[src/hw/rtl/ctcgd_pkg.sv]
// ----------------------------------------------------------------------------
// ctcgd_pkg
// Shared types and constants of the CTC greedy decoder.
// ----------------------------------------------------------------------------
package ctcgd_pkg;

  localparam logic [16:0] ONE_Q16 = 17'h10000;

  localparam int RegIdxW = 2;
  localparam logic [RegIdxW-1:0] REG_BLANK_INDEX    = 2'd0;
  localparam logic [RegIdxW-1:0] REG_CONF_THRESHOLD = 2'd1;
  localparam logic [RegIdxW-1:0] REG_USE_CONFIDENCE = 2'd2;

  localparam logic [7:0]  BLANK_RESET = 8'd32;
  localparam logic [16:0] THR_RESET   = 17'd0;
  localparam logic        USE_RESET   = 1'b1;

  localparam logic KIND_CHAR    = 1'b0;
  localparam logic KIND_SUMMARY = 1'b1;

  typedef struct packed {
    logic [7:0]  blank_index;
    logic [16:0] conf_threshold;
    logic        use_confidence;
  } cfg_t;

  // one queue entry: an optional character and an optional summary request
  typedef struct packed {
    logic        has_char;
    logic        last;
    logic [7:0]  idx;
    logic [16:0] conf;
  } cmd_t;

endpackage

[src/hw/rtl/ctc_greedy_decoder_top.sv]
// ----------------------------------------------------------------------------
// ctc_greedy_decoder_top
// CTC greedy decoder: drops blanks and repeats, thresholds confidences,
// emits characters and a per-sequence count and mean confidence.
// ----------------------------------------------------------------------------
// The front end takes one timestep per cycle while its four-entry work queue
// has room. The back end fetches each queue entry before it loads the output
// register, so it does not take a new entry until it is through with the last;
// a final timestep then runs a bit-serial divider on the SumW-bit sum before
// the summary is loaded, and a full output register stalls both loads.
// Registers: blank_index at 0x0, conf_threshold at 0x4,
// use_confidence at 0x8; write them only while the block is idle.
// ----------------------------------------------------------------------------
module ctc_greedy_decoder_top import ctcgd_pkg::*; #(
  parameter int MAX_STEPS = 32,
  localparam int CntW = $clog2(MAX_STEPS + 1),
  localparam int SumW = 16 + CntW
) (
  input  logic              clk_i,
  input  logic              rst_ni,
  input  logic              psel,
  input  logic              penable,
  input  logic              pwrite,
  input  logic [3:0]        paddr,
  input  logic [31:0]       pwdata,
  output logic [31:0]       prdata,
  output logic              pready,
  input  logic              push_i,
  output logic              full_o,
  input  logic signed [8:0] class_index_i,
  input  logic [16:0]       confidence_i,
  input  logic              final_step_i,
  output logic              empty_o,
  input  logic              pop_i,
  output logic              kind_o,
  output logic [7:0]        char_index_o,
  output logic [16:0]       char_conf_o,
  output logic [CntW-1:0]   char_count_o,
  output logic [16:0]       mean_conf_o,
  output logic              run_end_o
);

  localparam int EntW = $bits(cmd_t) + SumW + CntW;

  cfg_t              cfg_q;
  logic              cfg_wr;
  logic [RegIdxW-1:0] reg_idx;

  logic              q_wr, q_full, q_rd, q_empty;
  cmd_t              wr_cmd, rd_cmd;
  logic [SumW-1:0]   wr_sum, rd_sum;
  logic [CntW-1:0]   wr_cnt, rd_cnt;

  assign pready  = 1'b1;
  assign cfg_wr  = psel & penable & pwrite;
  assign reg_idx = paddr[3:2];

  always_ff @(posedge clk_i or negedge rst_ni) begin
    if (!rst_ni) begin
      cfg_q.blank_index    <= BLANK_RESET;
      cfg_q.conf_threshold <= THR_RESET;
      cfg_q.use_confidence <= USE_RESET;
    end else if (cfg_wr) begin
      unique case (reg_idx)
        REG_BLANK_INDEX:    cfg_q.blank_index    <= pwdata[7:0];
        REG_CONF_THRESHOLD: cfg_q.conf_threshold <= pwdata[16:0];
        REG_USE_CONFIDENCE: cfg_q.use_confidence <= pwdata[0];
        default: ;
      endcase
    end
  end

  always_comb begin
    unique case (reg_idx)
      REG_BLANK_INDEX:    prdata = {24'd0, cfg_q.blank_index};
      REG_CONF_THRESHOLD: prdata = {15'd0, cfg_q.conf_threshold};
      REG_USE_CONFIDENCE: prdata = {31'd0, cfg_q.use_confidence};
      default:            prdata = '0;
    endcase
  end

  ctcgd_front #(
    .MaxSteps(MAX_STEPS)
  ) u_front (
    .clk_i        (clk_i),
    .rst_ni       (rst_ni),
    .cfg_i        (cfg_q),
    .push_i       (push_i),
    .full_o       (full_o),
    .class_index_i(class_index_i),
    .confidence_i (confidence_i),
    .final_step_i (final_step_i),
    .q_full_i     (q_full),
    .q_wr_o       (q_wr),
    .q_cmd_o      (wr_cmd),
    .q_sum_o      (wr_sum),
    .q_cnt_o      (wr_cnt)
  );

  ctcgd_fifo #(
    .Width(EntW),
    .Depth(4)
  ) u_fifo (
    .clk_i  (clk_i),
    .rst_ni (rst_ni),
    .wr_i   (q_wr),
    .wdata_i({wr_cmd, wr_sum, wr_cnt}),
    .full_o (q_full),
    .rd_i   (q_rd),
    .rdata_o({rd_cmd, rd_sum, rd_cnt}),
    .empty_o(q_empty)
  );

  ctcgd_back #(
    .MaxSteps(MAX_STEPS)
  ) u_back (
    .clk_i       (clk_i),
    .rst_ni      (rst_ni),
    .q_empty_i   (q_empty),
    .q_cmd_i     (rd_cmd),
    .q_sum_i     (rd_sum),
    .q_cnt_i     (rd_cnt),
    .q_rd_o      (q_rd),
    .empty_o     (empty_o),
    .pop_i       (pop_i),
    .kind_o      (kind_o),
    .char_index_o(char_index_o),
    .char_conf_o (char_conf_o),
    .char_count_o(char_count_o),
    .mean_conf_o (mean_conf_o),
    .run_end_o   (run_end_o)
  );

endmodule

[src/hw/rtl/ctcgd_front.sv]
// ----------------------------------------------------------------------------
// ctcgd_front
// Classifies timesteps, tracks the previous index, sum and count, and queues
// character and summary work for the back end.
// ----------------------------------------------------------------------------
module ctcgd_front import ctcgd_pkg::*; #(
  parameter int MaxSteps = 32,
  localparam int CntW = $clog2(MaxSteps + 1),
  localparam int SumW = 16 + CntW
) (
  input  logic                   clk_i,
  input  logic                   rst_ni,
  input  cfg_t                   cfg_i,
  input  logic                   push_i,
  output logic                   full_o,
  input  logic signed [8:0]      class_index_i,
  input  logic [16:0]            confidence_i,
  input  logic                   final_step_i,
  input  logic                   q_full_i,
  output logic                   q_wr_o,
  output cmd_t                   q_cmd_o,
  output logic [SumW-1:0]        q_sum_o,
  output logic [CntW-1:0]        q_cnt_o
);

  logic signed [8:0] prev_q, prev_d;
  logic [SumW-1:0]   sum_q, sum_d, sum_upd;
  logic [CntW-1:0]   cnt_q, cnt_d, cnt_upd;
  logic              accept, skip, new_char, have_char, room;
  logic [16:0]       conf_sel, conf_sat;

  assign accept   = push_i & ~q_full_i;
  assign full_o   = q_full_i;

  assign skip     = class_index_i[8] || (class_index_i[7:0] == cfg_i.blank_index);
  assign new_char = !skip && (class_index_i != prev_q);
  assign conf_sel = cfg_i.use_confidence ? confidence_i : ONE_Q16;
  assign conf_sat = (conf_sel > ONE_Q16) ? ONE_Q16 : conf_sel;
  assign have_char = new_char && (conf_sat >= cfg_i.conf_threshold);
  assign room     = cnt_q < CntW'(MaxSteps);

  assign sum_upd  = (have_char && room) ? sum_q + SumW'(conf_sat) : sum_q;
  assign cnt_upd  = (have_char && room) ? cnt_q + CntW'(1) : cnt_q;

  always_comb begin
    prev_d = prev_q;
    sum_d  = sum_q;
    cnt_d  = cnt_q;
    if (accept) begin
      if (final_step_i) begin
        prev_d = -9'sd1;
        sum_d  = '0;
        cnt_d  = '0;
      end else begin
        prev_d = class_index_i;
        sum_d  = sum_upd;
        cnt_d  = cnt_upd;
      end
    end
  end

  always_ff @(posedge clk_i or negedge rst_ni) begin
    if (!rst_ni) begin
      prev_q <= -9'sd1;
      sum_q  <= '0;
      cnt_q  <= '0;
    end else begin
      prev_q <= prev_d;
      sum_q  <= sum_d;
      cnt_q  <= cnt_d;
    end
  end

  assign q_wr_o           = accept && (have_char || final_step_i);
  assign q_cmd_o.has_char = have_char;
  assign q_cmd_o.last     = final_step_i;
  assign q_cmd_o.idx      = class_index_i[7:0];
  assign q_cmd_o.conf     = conf_sat;
  assign q_sum_o          = sum_upd;
  assign q_cnt_o          = cnt_upd;

endmodule

[src/hw/rtl/ctcgd_fifo.sv]
// ----------------------------------------------------------------------------
// ctcgd_fifo
// Small register queue between the front and back ends.
// ----------------------------------------------------------------------------
module ctcgd_fifo #(
  parameter int Width = 8,
  parameter int Depth = 4,
  localparam int PtrW = (Depth > 1) ? $clog2(Depth) : 1,
  localparam int CntW = $clog2(Depth + 1)
) (
  input  logic             clk_i,
  input  logic             rst_ni,
  input  logic             wr_i,
  input  logic [Width-1:0] wdata_i,
  output logic             full_o,
  input  logic             rd_i,
  output logic [Width-1:0] rdata_o,
  output logic             empty_o
);

  logic [Width-1:0] mem_q [Depth];
  logic [PtrW-1:0]  wptr_q, rptr_q;
  logic [CntW-1:0]  cnt_q;
  logic             do_wr, do_rd;

  assign full_o  = cnt_q == CntW'(Depth);
  assign empty_o = cnt_q == '0;
  assign do_wr   = wr_i & ~full_o;
  assign do_rd   = rd_i & ~empty_o;
  assign rdata_o = mem_q[rptr_q];

  always_ff @(posedge clk_i or negedge rst_ni) begin
    if (!rst_ni) begin
      wptr_q <= '0;
      rptr_q <= '0;
      cnt_q  <= '0;
    end else begin
      if (do_wr) begin
        wptr_q <= (wptr_q == PtrW'(Depth - 1)) ? '0 : wptr_q + PtrW'(1);
      end
      if (do_rd) begin
        rptr_q <= (rptr_q == PtrW'(Depth - 1)) ? '0 : rptr_q + PtrW'(1);
      end
      if (do_wr && !do_rd) begin
        cnt_q <= cnt_q + CntW'(1);
      end else if (do_rd && !do_wr) begin
        cnt_q <= cnt_q - CntW'(1);
      end
    end
  end

  always_ff @(posedge clk_i) begin
    if (do_wr) begin
      mem_q[wptr_q] <= wdata_i;
    end
  end

endmodule

[src/hw/rtl/ctcgd_back.sv]
// ----------------------------------------------------------------------------
// ctcgd_back
// Drains queued work: emits character results and computes the mean
// confidence with a one-bit-per-cycle restoring divider for the summary.
// ----------------------------------------------------------------------------
module ctcgd_back import ctcgd_pkg::*; #(
  parameter int MaxSteps = 32,
  localparam int CntW  = $clog2(MaxSteps + 1),
  localparam int SumW  = 16 + CntW,
  localparam int StepW = $clog2(SumW)
) (
  input  logic             clk_i,
  input  logic             rst_ni,
  input  logic             q_empty_i,
  input  cmd_t             q_cmd_i,
  input  logic [SumW-1:0]  q_sum_i,
  input  logic [CntW-1:0]  q_cnt_i,
  output logic             q_rd_o,
  output logic             empty_o,
  input  logic             pop_i,
  output logic             kind_o,
  output logic [7:0]       char_index_o,
  output logic [16:0]      char_conf_o,
  output logic [CntW-1:0]  char_count_o,
  output logic [16:0]      mean_conf_o,
  output logic             run_end_o
);

  localparam logic [1:0] ST_IDLE = 2'd0;
  localparam logic [1:0] ST_CHAR = 2'd1;
  localparam logic [1:0] ST_DIV  = 2'd2;
  localparam logic [1:0] ST_SUM  = 2'd3;

  logic [1:0]       state_q, state_d;
  cmd_t             cmd_q;
  logic [CntW-1:0]  cnt_q, rem_q, rem_d;
  logic [SumW-1:0]  dvd_q;
  logic [StepW-1:0] step_q;
  logic [CntW:0]    trial, diff;
  logic             ge, out_vld_q, out_free, load_char, load_sum;

  assign trial = {rem_q, dvd_q[SumW-1]};
  assign diff  = trial - {1'b0, cnt_q};
  assign ge    = trial >= {1'b0, cnt_q};
  assign rem_d = ge ? diff[CntW-1:0] : trial[CntW-1:0];

  assign out_free  = !out_vld_q || pop_i;
  assign q_rd_o    = (state_q == ST_IDLE) && !q_empty_i;
  assign load_char = (state_q == ST_CHAR) && out_free;
  assign load_sum  = (state_q == ST_SUM) && out_free;

  always_comb begin
    state_d = state_q;
    unique case (state_q)
      ST_IDLE: if (!q_empty_i) begin
        state_d = q_cmd_i.has_char ? ST_CHAR : ST_DIV;
      end
      ST_CHAR: if (out_free) begin
        state_d = cmd_q.last ? ST_DIV : ST_IDLE;
      end
      ST_DIV: if (step_q == '0) begin
        state_d = ST_SUM;
      end
      ST_SUM: if (out_free) begin
        state_d = ST_IDLE;
      end
      default: state_d = ST_IDLE;
    endcase
  end

  always_ff @(posedge clk_i or negedge rst_ni) begin
    if (!rst_ni) begin
      state_q   <= ST_IDLE;
      out_vld_q <= 1'b0;
    end else begin
      state_q <= state_d;
      if (load_char || load_sum) begin
        out_vld_q <= 1'b1;
      end else if (pop_i) begin
        out_vld_q <= 1'b0;
      end
    end
  end

  always_ff @(posedge clk_i) begin
    if (q_rd_o) begin
      cmd_q  <= q_cmd_i;
      cnt_q  <= q_cnt_i;
      dvd_q  <= q_sum_i;
      rem_q  <= '0;
      step_q <= StepW'(SumW - 1);
    end else if (state_q == ST_DIV) begin
      dvd_q  <= {dvd_q[SumW-2:0], ge};
      rem_q  <= rem_d;
      step_q <= step_q - StepW'(1);
    end
    if (load_char) begin
      kind_o       <= KIND_CHAR;
      char_index_o <= cmd_q.idx;
      char_conf_o  <= cmd_q.conf;
      char_count_o <= '0;
      mean_conf_o  <= '0;
      run_end_o    <= !cmd_q.last;
    end else if (load_sum) begin
      kind_o       <= KIND_SUMMARY;
      char_index_o <= '0;
      char_conf_o  <= '0;
      char_count_o <= cnt_q;
      mean_conf_o  <= (cnt_q == '0) ? 17'd0 : dvd_q[16:0];
      run_end_o    <= 1'b1;
    end
  end

  assign empty_o = !out_vld_q;

endmodule
[config.mk]
export PLATFORM = sky130hd
export DESIGN_NAME = ctc_greedy_decoder_top
export DESIGN_NICKNAME = d
export VERILOG_FILES = /design/src/hw/rtl/ctcgd_pkg.sv /design/src/hw/rtl/ctc_greedy_decoder_top.sv /design/src/hw/rtl/ctcgd_front.sv /design/src/hw/rtl/ctcgd_fifo.sv /design/src/hw/rtl/ctcgd_back.sv
export SDC_FILE = /design/constraint.sdc
export NUM_CORES = 1
export LEC_CHECK = 0
export BUFFER_PORTS_ARGS = -buffer_cell sky130_fd_sc_hd__buf_4
export CAP_MARGIN = 40
export CORE_MARGIN = 3
export CORE_UTILIZATION = 49
export DETAILED_ROUTE_END_ITERATION = 16
export GPL_TIMING_DRIVEN = 0
export PLACE_DENSITY = 0.79
export SETUP_SLACK_MARGIN = 0.02
export SLEW_MARGIN = 5
export SYNTH_ARGS = -nofsm -noshare
export SYNTH_HDL_FRONTEND = slang
export SYNTH_HIERARCHICAL = 1
export SYNTH_SLANG_ARGS = --single-unit
export TNS_END_PERCENT = 100
[constraint.sdc]
create_clock -name clk_i -period 4.52 [get_ports clk_i]
set_input_delay 0.678 -clock clk_i [delete_from_list [all_inputs] [get_ports clk_i]]
set_output_delay 0.678 -clock clk_i [all_outputs]
set_load 0.05 [all_outputs]
== Yosys cells after proc, flatten, opt, wreduce, memory -nomap -nowiden ==
Memories as Yosys holds them, arrays and structs flattened.
Index checks and enable logic that the tools add are counted.
Word-level totals
  register bits after elaboration: 188
  bits in writable memories: 220
  input bits: 70
  output and inout port bits: 85
  logic and storage cells: 123
  memories kept: 1
Cells by class
  $add $sub $neg: 8
  $lt $le $gt $ge: 4
  equality and inequality tests: 14
  muxes and demuxes: 33
  bitwise gates (word level): 7
  reduce and logical (&&, ||, !) cells: 32
Memory list
  u_fifo.mem_q: depth 4, bits a word 55, read ports 1, clocked after Yosys merged registers in 0, write ports 1, RTL line ctcgd_fifo.sv:21  | logic [Width-1:0] mem_q [Depth];
Operators with widths (count)
  2-to-1 mux 22 bit: 4
  2-to-1 mux 17 bit: 5
  case mux 17 bit (3 select lines): 1
  adder 22 x 17 -> 22 bit: 1
  2-to-1 mux 6 bit: 3
  greater-or-equal comparator 17 bit: 1
  > comparator 17 bit, second input constant: 1
  2-to-1 mux 2 bit: 8
  2-to-1 mux 8 bit: 2
  equality test 2 bit, second input constant: 5
  logical AND 1 bit: 9
  2-to-1 mux 9 bit: 1
  != test 9 bit: 1
  equality test 8 bit: 1
  case mux 2 bit (4 select lines): 1
  nonzero test 2 bit: 4
  greater-or-equal comparator 7 x 6 -> 1 bit: 1
  adder 6 x 1 -> 6 bit, second input constant: 1
  logical NOT 1 bit: 6
  logical NOT 6 bit: 1
  < comparator 6 bit, second input constant: 1
  2-to-1 mux 1 bit: 6
  2-to-1 mux 3 bit: 2
  != test 2 x 1 -> 1 bit, second input constant: 3
  16 further kinds: 29

== Longest topological paths before layout ==
Gate-level depths: netlist of the first run.
  depth in word-level cells: 12
  gate-level depth with buffers: 21
  mapped depth without buffers: 19

== By module ==
The synthesis of the first run kept the hierarchy.
Modules (own cells, without submodules)
  ctcgd_fifo: times used 1, cells an instance 324, area an instance 8380.5 um^2, sequential area each 6781.5 um^2
  ctcgd_back: times used 1, cells an instance 354, area an instance 4566.9 um^2, sequential area each 3178.0 um^2
  ctcgd_front: times used 1, cells an instance 488, area an instance 3796.1 um^2, sequential area each 937.1 um^2
  ctc_greedy_decoder_top: times used 1, cells an instance 104, area an instance 1325.0 um^2, sequential area each 653.1 um^2

== Least setup slack after synthesis of the first run ==
OpenSTA, ideal clock, no wires.
  kind: input -> register
  start point: input confidence_i[9]
  end point: memory u_fifo/mem_q[0][0] in the netlist's numbering (enable)
  library setup time: 419 ps
  arrival time: 4398 ps
  data required time: 4101 ps
  path slack: -296 ps
  stages: 15
  path buffers: 2
  path through: nor4b_1 nand4_1 o41ai_1 clkbuf_1 and2_1 ha_1 nand3_1 nor3_1 o31a_1 o21ai_0 a21o_1 a21oi_1 nor2b_1 buf_2 and2_1
RTL lines
  start: declaration: RTL line ctc_greedy_decoder_top.sv:31  | input logic [16:0] confidence_i,
  end: declaration: RTL line ctcgd_fifo.sv:21

==> impl_results.html, run 1 <==
<table>
<tr><th>Metric</th><th>Value</th></tr>
<tr><th colspan="2">Outcome</th></tr>
<tr><td>Outcome</td><td>finished, final reports clean</td></tr>
<tr><th colspan="2">Route</th></tr>
<tr><td>M1 WL</td><td>16.17 mm</td></tr>
<tr><td>Number of antenna-violating nets in the routed design</td><td>0</td></tr>
<tr><td>Routed wire length</td><td>39.91 mm</td></tr>
<tr><td>Iteration count of the initial detailed-routing pass</td><td>5</td></tr>
<tr><td>Number of DRC markers in iteration 0</td><td>1102</td></tr>
<tr><td>Met3 wire length</td><td>2.779 mm</td></tr>
<tr><td>Routed length per placed instance</td><td>20.37 µm</td></tr>
<tr><td>Amount of wire on met2 after detailed routing</td><td>19.95 mm</td></tr>
<tr><td>DRC violations left</td><td>0</td></tr>
<tr><td>Per-cell via count in the routed design</td><td>5.705</td></tr>
<tr><td>Via count</td><td>11180</td></tr>
<tr><td>Top metal layer carrying routed signals</td><td>met4</td></tr>
<tr><th colspan="2">Synthesis</th></tr>
<tr><td>Main combinational cell family by area after synthesis</td><td>multiplexers</td></tr>
<tr><td>Post-Synthesis Cells</td><td>1270</td></tr>
<tr><td>Number of synthesized flops with an enable pin</td><td>300</td></tr>
<tr><td>Fraction of post-synthesis cell area in the top cell type by area</td><td>0.4986</td></tr>
<tr><td>Fraction of the mapped netlist area in adder cells</td><td>0.03726</td></tr>
<tr><td>Synthesized-area fraction occupied by and/or/nand/nor cells</td><td>0.09508</td></tr>
<tr><td>Post-synthesis register bit count</td><td>408</td></tr>
<tr><td>Portion of netlist area occupied by mux cells</td><td>0.09653</td></tr>
<tr><td>Most area-hungry cell type in the Yosys netlist</td><td>sky130_fd_sc_hd__edfxtp_1</td></tr>
<tr><td>Compound-cell area share of the yosys netlist</td><td>0.07181</td></tr>
<tr><td>Post-synthesis xor/xnor area fraction</td><td>0.02230</td></tr>
<tr><td>Syn. warnings</td><td>6</td></tr>
<tr><td>Dominant register cell in the synthesized netlist</td><td>sky130_fd_sc_hd__edfxtp_1</td></tr>
<tr><td>Asr flop ratio synth</td><td>0.1789</td></tr>
<tr><td>Most area-consuming cells after synthesis</td><td>sky130_fd_sc_hd__edfxtp_1 50%, sky130_fd_sc_hd__dfrtp_1 8.6%, sky130_fd_sc_hd__mux4_2 6.9%</td></tr>
<tr><td>Mean post-synth cell area</td><td>14.23 µm²</td></tr>
<tr><td>Unique cell type count in the Yosys netlist</td><td>82</td></tr>
<tr><td>Post-synthesis instance area</td><td>18070 µm²</td></tr>
<tr><td>Proportion of synthesized chip area in sequential cells</td><td>0.6392</td></tr>
<tr><th colspan="2">Worst setup path</th></tr>
<tr><td>Worst endpoint data arrival time</td><td>4.60 ns</td></tr>
<tr><td>Nature of the critical path startpoint</td><td>flop</td></tr>
<tr><td>Worst Path Buf+Inv</td><td>4</td></tr>
<tr><td>Critical Path Most Common Cell</td><td>sky130_fd_sc_hd__buf_4</td></tr>
<tr><td>Critical setup path kind</td><td>reg -&gt; reg</td></tr>
<tr><td>Data required time at the worst endpoint</td><td>4.69 ns</td></tr>
<tr><td>Sequence of cells on the critical path</td><td>nor2b_1 &gt; inv_1 &gt; o41ai_4 &gt; buf_4 &gt; buf_4 &gt; nand2_2 &gt; inv_2 &gt; ha_1 &gt; o21ai_1 &gt; a21oi_1 &gt; o31a_1 &gt; o21ai_4 &gt; a21o_1 &gt; a21oi_2 &gt; nor2b_4 &gt; and2_4</td></tr>
<tr><td>Peak fanout along the critical path</td><td>55</td></tr>
<tr><td>Critical Path Sink Type</td><td>flop</td></tr>
<tr><td>Stage delay of the slowest cell on the critical path</td><td>0.77 ns</td></tr>
<tr><td>Worst path depth</td><td>16</td></tr>
<tr><td>Top delay family on crit path</td><td>simple AND/OR/NAND/NOR gates</td></tr>
<tr><td>Worst R2R Path Depth</td><td>16</td></tr>
<tr><td>Slowest cell on the critical path</td><td>sky130_fd_sc_hd__and2_4</td></tr>
<tr><th colspan="2">Cells and area</th></tr>
<tr><td>Area occupied by multi-input gates</td><td>6095 µm²</td></tr>
<tr><td>Sequential cell area in the final layout</td><td>11550 µm²</td></tr>
<tr><td>Number of nets in the final layout</td><td>1589</td></tr>
<tr><td>Final core utilization</td><td>0.5926</td></tr>
<tr><td>Most frequent standard cell in the layout excluding fill and tap cells</td><td>sky130_fd_sc_hd__edfxtp_1</td></tr>
<tr><td>Most frequent cells in the layout</td><td>300 x sky130_fd_sc_hd__edfxtp_1, 168 x sky130_fd_sc_hd__buf_4, 158 x sky130_fd_sc_hd__nand2_1, 62 x sky130_fd_sc_hd__dfrtp_1, 55 x sky130_fd_sc_hd__mux4_2</td></tr>
<tr><td>Ratio of cells with drive above 1 in the final layout</td><td>0.2724</td></tr>
<tr><td>Number of antenna cells inserted</td><td>0</td></tr>
<tr><td>Area added between synthesis and finish</td><td>17.79%</td></tr>
<tr><td>Number of inserted filler cells in the final layout</td><td>2688</td></tr>
<tr><th colspan="2">Global route</th></tr>
<tr><td>Gr usage total</td><td>0.2024</td></tr>
<tr><td>Largest net degree at the start of global routing</td><td>57</td></tr>
<tr><td>Number of antenna violations at the first check in global routing</td><td>0</td></tr>
<tr><td>Wire length of the first global-routing pass</td><td>61.66 mm</td></tr>
<tr><td>Global route overflow</td><td>0</td></tr>
<tr><td>Vias in the first global route</td><td>11120</td></tr>
<tr><th colspan="2">Timing</th></tr>
<tr><td>Setup TNS after final layout</td><td>0 ns</td></tr>
<tr><td>Portion of the clock cycle consumed by the worst path in the final layout</td><td>0.9800</td></tr>
<tr><td>Slew of the pin with the lowest slew margin</td><td>0.9027 ns</td></tr>
<tr><td>Max Freq</td><td>0.2258 GHz</td></tr>
<tr><td>Unrepaired setup endpoints after global routing</td><td>yes</td></tr>
<tr><td>Final setup viols</td><td>0</td></tr>
<tr><td>Min Tclk post-route</td><td>4.429 ns</td></tr>
<tr><td>Worst hold margin</td><td>0.3686 ns</td></tr>
<tr><td>Slew margin rel.</td><td>0.3982</td></tr>
<tr><td>Worst Clk Skew</td><td>0.03091 ns</td></tr>
<tr><td>Final hold viol count</td><td>0</td></tr>
<tr><td>Final count of pins violating max slew</td><td>0</td></tr>
<tr><th colspan="2">Worst hold path</th></tr>
<tr><td>Class of the worst hold path</td><td>in -&gt; reg</td></tr>
<tr><td>Hold Crit Depth</td><td>2</td></tr>
<tr><th colspan="2">Die</th></tr>
<tr><td>I/O pins</td><td>155</td></tr>
<tr><td>Die area</td><td>39210 µm²</td></tr>
<tr><td>Initial Utilization</td><td>0.5031</td></tr>
<tr><td>Die Y-Extent</td><td>198.0 µm</td></tr>
<tr><td>Die boundary width</td><td>198.0 µm</td></tr>
<tr><td>Num rows</td><td>69</td></tr>
<tr><td>Core Area</td><td>35910 µm²</td></tr>
<tr><th colspan="2">Power</th></tr>
<tr><td>Power Density</td><td>645.8 nW/µm²</td></tr>
<tr><td>Static Leakage</td><td>8.381 nW</td></tr>
<tr><td>Worst voltage drop across the vdd grid</td><td>296.2 µV</td></tr>
<tr><td>Total power consumption of the routed design</td><td>0.01375 W</td></tr>
<tr><th colspan="2">Clock network</th></tr>
<tr><td>Clock tree sinks</td><td>408</td></tr>
<tr><td>TritonCTS Buffers</td><td>40</td></tr>
<tr><td>Clk slew on worst S/H paths</td><td>0.07 ns</td></tr>
<tr><td>CTS max path bufs</td><td>3</td></tr>
<tr><td>Insertion delay to the later sink of the worst-skew pair</td><td>0.55 ns</td></tr>
<tr><td>CTS H-Tree Depth</td><td>2</td></tr>
<tr><td>CTS tree</td><td>yes</td></tr>
<tr><td>Clock root cell</td><td>sky130_fd_sc_hd__clkbuf_16</td></tr>
<tr><th colspan="2">Job</th></tr>
<tr><td>Max_cap viols</td><td>0</td></tr>
<tr><th colspan="2">Placed design</th></tr>
<tr><td>Buffers on Ports</td><td>121</td></tr>
<tr><td>Detailed placer's ending HPWL</td><td>27.22 mm</td></tr>
<tr><td>Final weighted congestion in routability-driven placement</td><td>0.9253</td></tr>
</table>
logic make-up after synthesis:
| kind of cell | Yosys count |
|---|---|
| buffers and inverters | 131 |
| and+or+nand+nor | 350 |
| AOI/OAI and AO/OA | 180 |
| muxes | 101 |
| other | 2 |
| adders and majority gates | 52 |
| xor gates and xnor gates | 46 |
| DFF | 408 |
cell usage after synthesis, drive strengths merged, types with 9 or more instances:
cell type    n
edfxtp     300
nand2      161
dfrtp       62
mux4        55
buf         51
ha          49
inv         47
o21ai       46
and2        42
dfxtp       35
nor2        33
clkbuf      30
mux2        30
xnor2       29
and3        28
nand3       24
a21oi       23
a22o        20
o31ai       19
xor2        17
mux2i       16
a31oi       13
a21o        12
nor3        12
dfstp       11
nand2b      10
nor2b        9
report_power, final:
group / internal, W / switching (W)
logic: 0.00181 / 0.00282
registers: 0.00531 / 0.000509
clock network: 0.00192 / 0.00137
total: 0.00904 / 0.00470
metrics by stage:
step,worst slack [ns],std cells,area [µm²]
6_report,0.09057,1959,21280
2_1_floorplan,0.1836,1284,18130
5_1_grt,-0.09206,1959,21280
3_3_place_gp,-1.300,1866,19610
4_1_cts,0.02178,1949,21110
3_5_place_dp,-1.134,1868,19670
what timing repair did:
| item | CTS | global route |
|---|---|---|
| hold buffers | 1 | 0 |
| endpoints found under the hold margin | 3 | 0 |
| setup endpoints to repair | 357 | 285 |
| pin swaps | 8 | 18 |
| setup buffers | 6 | 8 |
| cloned | 1 | 3 |
| gates resized for setup | 31 | 30 |
state kept, by name, summed over array words and instances (netlist names):
register and count:
u_front/prev_q 9, u_front/cnt_q 6, u_back/char_index_o 8, u_back/out_vld_q 1, u_fifo/wptr_q 2, u_front/sum_q 22
u_back/char_count_o 6, u_fifo/cnt_q 3, u_back/dvd_q 22, cfg_q 26, u_fifo/mem_q 220, u_back/step_q 5
u_back/kind_o 1, u_back/mean_conf_o 17, u_back/cmd_q 26, u_back/state_q 2, u_back/char_conf_o 17, u_back/run_end_o 1
u_back/rem_q 6, u_fifo/rptr_q 2, u_back/cnt_q 6
worst paths after layout:
| check | from | slack [ns] | endpoint |
|---|---|---|---|
| worst max-delay path | cfg_q[0] | 0.09 | u_fifo/mem_q[2][49] |
| worst min-delay path | pwdata[12] | 0.37 | cfg_q[13] |
| worst max register to register | cfg_q[0] | 0.09 | u_fifo/mem_q[2][49] |
| worst min register to register | u_back/kind_o | 0.45 | u_back/kind_o |
| max in group asynchronous | rst_ni | 3.36 | u_back/state_q[0] |
| min in group asynchronous | rst_ni | 0.56 | cfg_q[13] |
metal layers:
metal	vias up	track usage
li1	5103	-
met1	5553	0.2711
met2	451	0.3467
met3	70	0.02876
met4	0	0.06265
met5	-	0
layout make-up:
type,count,area share
Clock inverter,24,0.01117
Buffer,80,0.02299
Timing Repair Buffer,139,0.05068
Clock buffer,49,0.05009
Sequential cell,408,0.5427
Tap cell,461,0.02710
Inverter,50,0.008936
Multi-Input combinational cell,748,0.2864
(Power assumes the default switching activity.)
==> inputs of run 2 (changes only) <==
Settings changed: PLACE_DENSITY 0.79 to 0.71.
==> run 2 against run 1 <==
Net effect:
- die area unchanged
- cell area fell by 0.38%
- non-clock buffer count shrank 3
- wire length decreased by 1.7%
- via count down 1.5%
- clock power decreased by 3%
- clock skew down 0.018 ns
- sequential power barely moved
- setup slack improved by 0.031 ns
- hold slack lost 0.35 ns
- clock-buffer cell count grew 11
- first-iteration DRC count down 15%
- largest cell class unchanged
- highest routed layer unchanged
==> impl_results.html, run 2 (synthesis gave the netlist of run 1 again) <==
<table>
<tr><th>Metric</th><th>Value</th></tr>
<tr><th colspan="2">Die</th></tr>
<tr><td>I/O pins</td><td>155</td></tr>
<tr><td>Initial Utilization</td><td>0.5031</td></tr>
<tr><td>Die area</td><td>39210 µm²</td></tr>
<tr><td>Num rows</td><td>69</td></tr>
<tr><td>Die Y-Extent</td><td>198.0 µm</td></tr>
<tr><td>Die boundary width</td><td>198.0 µm</td></tr>
<tr><td>Core Area</td><td>35910 µm²</td></tr>
<tr><th colspan="2">Clock network</th></tr>
<tr><td>Clock root cell</td><td>sky130_fd_sc_hd__clkbuf_16</td></tr>
<tr><td>TritonCTS Buffers</td><td>41</td></tr>
<tr><td>Clock tree sinks</td><td>408</td></tr>
<tr><td>Clk slew on worst S/H paths</td><td>0.06 ns</td></tr>
<tr><td>Insertion delay to the later sink of the worst-skew pair</td><td>0.53 ns</td></tr>
<tr><td>CTS max path bufs</td><td>3</td></tr>
<tr><td>CTS tree</td><td>yes</td></tr>
<tr><td>CTS H-Tree Depth</td><td>2</td></tr>
<tr><td>Hold bufs inserted after CTS</td><td>0</td></tr>
<tr><th colspan="2">Placed design</th></tr>
<tr><td>Buffers on Ports</td><td>121</td></tr>
<tr><td>Detailed placer's ending HPWL</td><td>27.01 mm</td></tr>
<tr><td>Final weighted congestion in routability-driven placement</td><td>0.8658</td></tr>
<tr><th colspan="2">Worst setup path</th></tr>
<tr><td>Minimum setup slack among reg-to-reg paths</td><td>0.12 ns</td></tr>
<tr><td>Data required time at the worst endpoint</td><td>4.84 ns</td></tr>
<tr><td>Worst endpoint data arrival time</td><td>4.72 ns</td></tr>
<tr><td>Startpoint of the most critical setup path</td><td>cfg_q[0]</td></tr>
<tr><td>Nature of the critical path startpoint</td><td>flop</td></tr>
<tr><td>Critical setup path kind</td><td>reg -&gt; reg</td></tr>
<tr><td>Critical Path Sink Type</td><td>flop</td></tr>
<tr><td>Peak fanout along the critical path</td><td>8</td></tr>
<tr><td>Startpoint of the most critical register-to-register path</td><td>cfg_q[0]</td></tr>
<tr><th colspan="2">Power</th></tr>
<tr><td>Worst voltage drop across the vdd grid</td><td>333.9 µV</td></tr>
<tr><td>Static Leakage</td><td>8.343 nW</td></tr>
<tr><td>Power Density</td><td>642.5 nW/µm²</td></tr>
<tr><th colspan="2">Cells and area</th></tr>
<tr><td>Max FFs per register</td><td>220</td></tr>
<tr><td>Ratio of cells with drive above 1 in the final layout</td><td>0.2644</td></tr>
<tr><td>Number of antenna cells inserted</td><td>0</td></tr>
<tr><td>Register ranked first by flip-flop count</td><td>u_fifo/mem_q</td></tr>
<tr><td>Area added between synthesis and finish</td><td>17.34%</td></tr>
<tr><td>Largest registers</td><td>u_fifo/mem_q (220), cfg_q (26), u_back/cmd_q (26)</td></tr>
<tr><td>Most frequent standard cell in the layout excluding fill and tap cells</td><td>sky130_fd_sc_hd__edfxtp_1</td></tr>
<tr><td>Number of nets in the final layout</td><td>1587</td></tr>
<tr><td>Most frequent cells in the layout</td><td>300 x sky130_fd_sc_hd__edfxtp_1, 164 x sky130_fd_sc_hd__buf_4, 159 x sky130_fd_sc_hd__nand2_1, 62 x sky130_fd_sc_hd__dfrtp_1, 55 x sky130_fd_sc_hd__mux4_2</td></tr>
<tr><th colspan="2">Global route</th></tr>
<tr><td>Global route overflow</td><td>0</td></tr>
<tr><td>Largest net degree at the start of global routing</td><td>59</td></tr>
<tr><td>Number of antenna violations at the first check in global routing</td><td>0</td></tr>
<tr><td>Vias in the first global route</td><td>10980</td></tr>
<tr><td>Wire length of the first global-routing pass</td><td>61.60 mm</td></tr>
<tr><td>Gr usage total</td><td>0.2021</td></tr>
<tr><th colspan="2">Timing</th></tr>
<tr><td>Final hold viol count</td><td>0</td></tr>
<tr><td>Slew margin rel.</td><td>0.4237</td></tr>
<tr><td>Worst Clk Skew</td><td>0.01330 ns</td></tr>
<tr><td>Final setup viols</td><td>0</td></tr>
<tr><td>Unrepaired setup endpoints after global routing</td><td>yes</td></tr>
<tr><td>Setup TNS after final layout</td><td>0 ns</td></tr>
<tr><td>Final count of pins violating max slew</td><td>0</td></tr>
<tr><td>Worst hold margin</td><td>0.01704 ns</td></tr>
<tr><td>Portion of the clock cycle consumed by the worst path in the final layout</td><td>0.9731</td></tr>
<tr><td>Slew of the pin with the lowest slew margin</td><td>0.8634 ns</td></tr>
<tr><td>Min Tclk post-route</td><td>4.398 ns</td></tr>
<tr><td>Max Freq</td><td>0.2274 GHz</td></tr>
<tr><th colspan="2">Route</th></tr>
<tr><td>Via count</td><td>11010</td></tr>
<tr><td>Per-cell via count in the routed design</td><td>5.618</td></tr>
<tr><td>Iteration count of the initial detailed-routing pass</td><td>5</td></tr>
<tr><td>Routed wire length</td><td>39.24 mm</td></tr>
<tr><td>DRC violations left</td><td>0</td></tr>
<tr><td>Number of DRC markers in iteration 0</td><td>932</td></tr>
<tr><td>Routed length per placed instance</td><td>20.03 µm</td></tr>
<tr><td>Number of antenna-violating nets in the routed design</td><td>0</td></tr>
<tr><th colspan="2">Worst hold path</th></tr>
<tr><td>Class of the worst hold path</td><td>in -&gt; async</td></tr>
<tr><th colspan="2">Outcome</th></tr>
<tr><td>Outcome</td><td>finished, final reports clean</td></tr>
<tr><th colspan="2">Job</th></tr>
<tr><td>Max_cap viols</td><td>0</td></tr>
</table>
run 2: power by group:
group	switching, W	leakage [nW]	internal [W]
Sequential	0.000496	3.99	0.00531
Clock	0.00136	0.624	0.00184
Combinational	0.00281	3.72	0.00181
run 2: metal layers:
metal  part of all wire  vias to the layer above  GRT usage
li1                   -                     5129          -
met1               0.43                     5438     0.2783
met2               0.49                      379     0.3447
met3              0.062                       60    0.02791
met4              0.019                        0    0.04875
met5                  0                        -          0
run 2: metrics by stage:
step	worst slack [ns]	cells	area (µm²)	utilization	total power [W]
2_1_floorplan	0.1836	1284	18130	-	0.009040
3_3_place_gp	-1.389	1866	19610	0.5461	0.01025
3_5_place_dp	-1.247	1868	19670	0.5476	0.01041
4_1_cts	-0.06767	1951	21080	0.5871	0.01368
5_1_grt	-0.01995	1959	21200	0.5903	0.01438
6_report	0.1217	1959	21200	0.5903	0.01362
run 2: worst max-delay path: stages, from the launching register on:
cell and delay, ns:
sky130_fd_sc_hd__dfstp_2 0.54, sky130_fd_sc_hd__nor4b_4 0.18, sky130_fd_sc_hd__nand4_1 0.26, sky130_fd_sc_hd__o41ai_4 0.36, sky130_fd_sc_hd__clkbuf_8 0.23, sky130_fd_sc_hd__nand2_1 0.09, sky130_fd_sc_hd__inv_1 0.23, sky130_fd_sc_hd__ha_1 0.25
sky130_fd_sc_hd__inv_1 0.06, sky130_fd_sc_hd__fa_1 0.40, sky130_fd_sc_hd__nor2b_1 0.19, sky130_fd_sc_hd__o31a_1 0.21, sky130_fd_sc_hd__o41a_1 0.23, sky130_fd_sc_hd__nor4_2 0.09, sky130_fd_sc_hd__o31ai_2 0.26, sky130_fd_sc_hd__buf_4 0.17
sky130_fd_sc_hd__nor3b_4 0.21, sky130_fd_sc_hd__xnor2_1 0.21
run 2: area by class of cell:
type	count	area, µm²
tap	461	576.8
fill	2801	14710
sequential	408	11550
clock buffer	60	1147
multi-input combinational	748	6045
inverter	50	192.7
buffer	81	503.0
timing repair buffer	135	1046
clock inverter	16	141.4
run 2: timing repair:
item / 4_1_cts / 5_1_grt
pin swaps: 6 / 8
setup buffers: 4 / 8
endpoints found under the setup margin: 359 / 298
gates cloned: 3 / 0
resized for setup: 28 / 17
run 2: final timing paths:
| check | cells past startpoint | end |
|---|---|---|
| worst max-delay path | 17 | u_fifo/mem_q[1][26] |
| worst min-delay path | 1 | cfg_q[6] |
| worst max register to register | 17 | u_fifo/mem_q[1][26] |
| worst min register to register | 2 | u_back/kind_o |
| max in group asynchronous | 2 | u_back/out_vld_q |
| min in group clk_i | 2 | cfg_q[13] |
